### src/rtl/core/bbd_pkg.sv
// Shared constants, types and register codes of the bank bit debouncer.
`default_nettype none

package bbd_pkg;

	// Default geometry
	localparam int BANKS_DEF         = 5;
	localparam int BITS_PER_BANK_DEF = 32;

	// Field widths
	localparam int BANK_W    = 3;
	localparam int WORD_W    = 32;
	localparam int TIME_W    = 32;
	localparam int HOLD_W    = 16;
	localparam int CFG_IDX_W = 2;

	localparam logic [HOLD_W-1:0] HOLD_RESET = 16'd10;

	// Configuration register indexes
	typedef enum logic [CFG_IDX_W-1:0] {
		REG_PRESS_HOLD   = 2'd0,
		REG_RELEASE_HOLD = 2'd1
	} reg_idx_t;

	// Control shared by every bit lane while a transaction is resolved
	typedef struct packed {
		logic              fire;
		logic [TIME_W-1:0] now;
		logic [HOLD_W-1:0] press_hold;
		logic [HOLD_W-1:0] release_hold;
	} lane_ctl_t;

endpackage

`default_nettype wire

### src/rtl/core/bbd_ram.sv
// Generic single write port RAM with registered read.
`default_nettype none

module bbd_ram #(
	parameter int WIDTH = 32,
	parameter int DEPTH = 5
) (
	input  wire logic                                  clk,
	input  wire logic                                  we,
	input  wire logic [(DEPTH > 1 ? $clog2(DEPTH) : 1)-1:0] waddr,
	input  wire logic [WIDTH-1:0]                      wdata,
	input  wire logic                                  re,
	input  wire logic [(DEPTH > 1 ? $clog2(DEPTH) : 1)-1:0] raddr,
	output logic      [WIDTH-1:0]                      rdata
);

	logic [WIDTH-1:0] mem_q [DEPTH];

	// Write port
	always_ff @(posedge clk) begin
		if (we) begin
			mem_q[waddr] <= wdata;
		end
	end

	// Registered read, held while not enabled
	always_ff @(posedge clk) begin
		if (re) begin
			rdata <= mem_q[raddr];
		end
	end

endmodule

`default_nettype wire

### src/rtl/core/bbd_lane.sv
// One bit lane: press and release timestamps of one button in every bank.
`default_nettype none

module bbd_lane #(
	parameter int BANKS = bbd_pkg::BANKS_DEF
) (
	input  wire logic                                   clk,
	input  wire logic                                   arst_n,
	input  wire bbd_pkg::lane_ctl_t                     ctl,
	input  wire logic                                   clr,
	input  wire logic [(BANKS > 1 ? $clog2(BANKS) : 1)-1:0] clr_addr,
	input  wire logic                                   rd_en,
	input  wire logic [(BANKS > 1 ? $clog2(BANKS) : 1)-1:0] rd_addr,
	input  wire logic [(BANKS > 1 ? $clog2(BANKS) : 1)-1:0] wr_addr,
	input  wire logic                                   cur,
	input  wire logic                                   old,
	input  wire logic                                   deb_old,
	output logic                                        deb_new
);

	localparam int AW = (BANKS > 1) ? $clog2(BANKS) : 1;

	logic                      prs_we, rel_we;
	logic                      prs_ram_we, rel_ram_we;
	logic [AW-1:0]             ram_waddr;
	logic [bbd_pkg::TIME_W-1:0] ram_wdata;
	logic [bbd_pkg::TIME_W-1:0] prs_rd, rel_rd;
	logic [bbd_pkg::TIME_W-1:0] prs_stamp, rel_stamp;
	logic [bbd_pkg::TIME_W-1:0] prs_diff, rel_diff;
	logic                      prs_held, rel_held;

	logic                      prs_byp_vld_q, rel_byp_vld_q;
	logic [AW-1:0]             prs_byp_addr_q, rel_byp_addr_q;
	logic [bbd_pkg::TIME_W-1:0] prs_byp_q, rel_byp_q;

	// Record a timestamp on an edge of the raw bit
	assign prs_we = ctl.fire && cur && !old;
	assign rel_we = ctl.fire && !cur && old;

	// Zero both stores during the clearing pass, else write the recorded time
	assign prs_ram_we = prs_we || clr;
	assign rel_ram_we = rel_we || clr;
	assign ram_waddr  = clr ? clr_addr : wr_addr;
	assign ram_wdata  = clr ? '0 : ctl.now;

	bbd_ram #(
		.WIDTH (bbd_pkg::TIME_W),
		.DEPTH (BANKS)
	) u_prs_ram (
		.clk   (clk),
		.we    (prs_ram_we),
		.waddr (ram_waddr),
		.wdata (ram_wdata),
		.re    (rd_en),
		.raddr (rd_addr),
		.rdata (prs_rd)
	);

	bbd_ram #(
		.WIDTH (bbd_pkg::TIME_W),
		.DEPTH (BANKS)
	) u_rel_ram (
		.clk   (clk),
		.we    (rel_ram_we),
		.waddr (ram_waddr),
		.wdata (ram_wdata),
		.re    (rd_en),
		.raddr (rd_addr),
		.rdata (rel_rd)
	);

	// Keep the latest write of each store for a read that overlapped it
	always_ff @(posedge clk or negedge arst_n) begin
		if (!arst_n) begin
			prs_byp_vld_q <= 1'b0;
			rel_byp_vld_q <= 1'b0;
		end else begin
			if (prs_we) prs_byp_vld_q <= 1'b1;
			if (rel_we) rel_byp_vld_q <= 1'b1;
		end
	end

	always_ff @(posedge clk) begin
		if (prs_we) begin
			prs_byp_addr_q <= wr_addr;
			prs_byp_q      <= ctl.now;
		end
		if (rel_we) begin
			rel_byp_addr_q <= wr_addr;
			rel_byp_q      <= ctl.now;
		end
	end

	// Select the current timestamps
	always_comb begin
		if (prs_byp_vld_q && prs_byp_addr_q == wr_addr) begin
			prs_stamp = prs_byp_q;
		end else begin
			prs_stamp = prs_rd;
		end
		if (rel_byp_vld_q && rel_byp_addr_q == wr_addr) begin
			rel_stamp = rel_byp_q;
		end else begin
			rel_stamp = rel_rd;
		end
	end

	// Compare elapsed time, wrapping, against the hold times
	assign prs_diff = ctl.now - prs_stamp;
	assign rel_diff = ctl.now - rel_stamp;
	assign prs_held = prs_diff >= bbd_pkg::TIME_W'(ctl.press_hold);
	assign rel_held = rel_diff >= bbd_pkg::TIME_W'(ctl.release_hold);

	// Resolve the debounced bit
	always_comb begin
		if (cur != old) begin
			deb_new = deb_old;
		end else if (cur) begin
			deb_new = deb_old | prs_held;
		end else begin
			deb_new = deb_old & !rel_held;
		end
	end

endmodule

`default_nettype wire

### config.mk
export PLATFORM = sky130hd
export DESIGN_NAME = bbd_lane
export DESIGN_NICKNAME = d
export VERILOG_FILES = /design/src/rtl/core/bbd_pkg.sv /design/src/rtl/core/bbd_ram.sv /design/src/rtl/core/bbd_lane.sv
export SDC_FILE = /design/constraint.sdc
export NUM_CORES = 1
export LEC_CHECK = 0
export BUFFER_PORTS_ARGS = -buffer_cell sky130_fd_sc_hd__buf_2
export CAP_MARGIN = 30
export CELL_PAD_IN_SITES_DETAIL_PLACEMENT = 0
export CELL_PAD_IN_SITES_GLOBAL_PLACEMENT = 1
export CORE_UTILIZATION = 35
export DETAILED_ROUTE_END_ITERATION = 6
export PLACE_DENSITY = 0.69
export SKIP_CTS_REPAIR_TIMING = 1
export SLEW_MARGIN = 20
export SYNTH_ARGS = -nofsm -noshare
export SYNTH_HDL_FRONTEND = slang
export SYNTH_SLANG_ARGS = --single-unit
### constraint.sdc
create_clock -name clk -period 17.4 [get_ports clk]
set_input_delay 3.48 -clock clk [delete_from_list [all_inputs] [get_ports clk]]
set_output_delay 3.48 -clock clk [all_outputs]
set_load 0.02 [all_outputs]
==> out/qor.yml <==
status:
  status: "complete, but fails checks"
  violations: "design-rule violations"
routing:
  wl_met1_mm: 25.45
  drt-initial-drc-count: 957
  wl_met2_mm: 25.66
  wl_per_cell_um: 23.56
  remaining_drc_errors: 3
  topRoutingLayerUsed: "met4"
  wl_met3_mm: 2.291
  drt_wl_total_mm: 54.53
  via_per_inst: 5.395
  vias: 12490
  drt.antenna.violating_nets: 0
  drt_pre_antenna_iters: 7
clocking:
  cts-root-buf: "clkbuf_16"
  clk_path_buf_depth: 3
  clk_pin_slew_ns: 0.06
  clock-sinks: 456
  cts_tree: "done"
  htreeDepth: 2
  clk_latency_ns: 0.57
  cts_buffers: 44
synth:
  synth_fp_nets: 1578
  syn-instance-count: 1401
  synth_ff_type: "edfxtp_1"
  ys_seq_elements: 456
  synth_edf_count: 454
  synthArstFlopShare: 0.004386
  synth_top_area_cell: "edfxtp_1"
  ys_seq_area_frac: 0.6357
  yosysUniqueCellTypes: 75
  syn-cell-area_sq_um: 21520
  yosysTopAreaCellShare: 0.6334
  yosys-top-cells-area: "edfxtp_1 (63%), mux4_2 (6.7%), ha_1 (5.5%)"
  syn_avg_cell_area_sq_um: 15.36
  yosys_warnings: 0
floorplanning:
  die_width_um: 250.0
  rows: 90
  dieHeight_um: 250.0
  die-area_sq_um: 62500
  ios: 82
  core-area_sq_um: 60580
  start_util: 0.3553
setup_path:
  critical_path_class: "in2out"
  crit_end: "deb_new"
  cp-startpoint: "wr_addr[0]"
  reg2reg_from: "u_prs_ram.mem_q[3][8]"
  endpoint_kind: "primary output"
  reg2reg_to: "u_prs_ram.rdata[8]"
  arrival_ns: 9.05
  cp.required_ns: 13.92
  startpoint_type: "primary input"
  reg2reg_setup_slack_ns: 15.98
  cp_max_fo: 32
  r2r_cells: 2
timing:
  hold_violations: 0
  worst_slack_ns: 4.870
  finalCriticalPeriod_ns: 12.53
  final-max-slew-violation-count: 0
  setup_tns_ns: 0
  fin_skew_ns: 0.01232
  slew_headroom: 0.2861
  rsz0062_at_grt: "no"
  finalCritPeriodShare: 0.7201
  setup-violations-final: 0
  max_freq_mhz: 79.81
  tightestPinTransition_ns: 1.044
hold_path:
  hold_class: "reg2reg"
cells_and_area:
  layout_commonest_cell: "edfxtp_1"
  nets: 1677
  multi_input_area_sq_um: 7547
  regArea_sq_um: 13680
  fillers: 5552
  drive_above_1_share: 0.2102
  final_core_util: 0.4018
  area_growth_pct: 13.10
  final_cell_mix: "edfxtp_1 (454), ha_1 (94), buf_2 (80)"
grt:
  antenna_found_initial: 1
  grt_use_total: 0.1748
  grt_max_degree: 45
  grt_pass1_vias: 12790
  grt_pass1_wl_mm: 81.41
  grt_overflow_total: 0
power_and_ir_drop:
  p_per_area_nw_per_um2: 106.7
  vdd_drop_max_v: 0.00005590
  p_leak_nw: 8.383
place:
  preCtsSetupSlack_ns: 4.801
  port-buffer-count: 81
  gp_congestion: 0.8833
  post-dp-hpwl_mm: 36.35
run:
  cap_violations: 0
cell families (layout without fill, tap and decap cells):
family / after synthesis / in the layout / synth area share
AOI/OAI and AO/OA: 235 / 235 / 0.07307
xor gates and xnor gates: 42 / 42 / 0.01709
adders and majority gates: 97 / 97 / 0.05697
buffers and inverters: 97 / 228 / 0.01755
DFF: 456 / 456 / 0.6357
muxes: 201 / 201 / 0.1348
other: 0 / 1 / 0
and+or+nand+nor: 273 / 273 / 0.06481
layout make-up:
type | instances | share of cell area
inverters | 48 | 0.007401
flip-flops and latches | 456 | 0.5621
well taps | 782 | 0.04019
clock buffers | 56 | 0.04795
multi-input cells | 848 | 0.3100
clock inverters | 22 | 0.008172
diodes | 1 | 0.0001028
repair buffers | 102 | 0.02405
synthesized netlist by cell type (all sizes together) (3+ instances only):
master and n:
edfxtp 454, ha 94, nor2 70, mux2i 69, mux2 68, mux4 64, a21oi 63, nand2 54
inv 48, o21ai 45, nor2b 39, a21o 28, clkbuf 28, xnor2 27, nand4 24, buf 21
nand3 18, xor2 15, and3 12, nor3 11, o211ai 11, o21a 11, a211oi 10, or2 9
a31oi 8, and2 8, a221oi 6, nor4 6, a2111oi 5, nand2b 5, o221ai 5, o2111ai 4
o31ai 4, or4 4, a211o 3, a21boi 3, and4 3, o22ai 3, or3 3
report_power, final:
group	internal (mW)	leakage, nW	switching, mW
Combinational	0.159	3.89	0.243
Clock	0.520	0.658	0.395
Sequential	1.27	3.84	0.0139
worst min path at each step:
stage | from | end | slack (ns) | depth (start not counted)
after CTS | prs_byp_vld_q | prs_byp_vld_q | 0.50 | 1
after global placement | rel_byp_vld_q | rel_byp_vld_q | 0.48 | 1
final | prs_byp_vld_q | prs_byp_vld_q | 0.50 | 1
after detailed placement | prs_byp_vld_q | prs_byp_vld_q | 0.48 | 1
after floorplan | prs_byp_vld_q | prs_byp_vld_q | 0.44 | 1
after global routing | prs_byp_vld_q | prs_byp_vld_q | 0.51 | 1
routing by layer:
metal  GRT usage  up-vias
met5           0        -
met2      0.2818      308
met1      0.2484     6365
li1            -     5751
met3     0.02096       65
met4     0.04943        0
registers in the layout (all words and copies together), names as in the netlist:
signal,cells
u_rel_ram.rdata,32
u_rel_ram.mem_q,160
rel_byp_q,32
prs_byp_q,32
prs_byp_addr_q,3
u_prs_ram.mem_q,160
u_prs_ram.rdata,32
rel_byp_addr_q,3
prs_byp_vld_q,1
rel_byp_vld_q,1
through the flow:
stage / instances / area, sq um / total power [mW] / hold slack [ns]
finish: 2315 / 24340 / 2.599 / 0.5022
global route: 2315 / 24340 / 2.701 / 0.5148
CTS: 2313 / 24340 / 2.622 / 0.5004
detailed placement: 2235 / 22970 / 1.706 / 0.4788
global placement: 2234 / 22940 / 1.701 / 0.4828
floorplan: 1401 / 21520 / 1.574 / 0.4392
worst max-delay path, cell delays in order:
cell       delay, ns
buf_2           0.15
xnor2_1         0.14
nand4_1         0.13
buf_4           0.51
mux2i_1         0.36
ha_1            0.28
nor2b_1         0.13
o31a_1          0.28
o311a_1         0.36
o21ai_0         0.34
and2_1          0.22
o21ai_0         0.11
xor2_1          0.17
ha_1            0.31
nand2_1         0.07
o21ai_0         0.09
a2111oi_0       0.40
o211ai_1        0.15
nor4_1          0.22
o211ai_1        0.13
a2111oi_0       0.36
nand4_1         0.13
nand2_1         0.15
nand2_1         0.14
buf_2           0.19
Power figures use the tool's default switching activity.
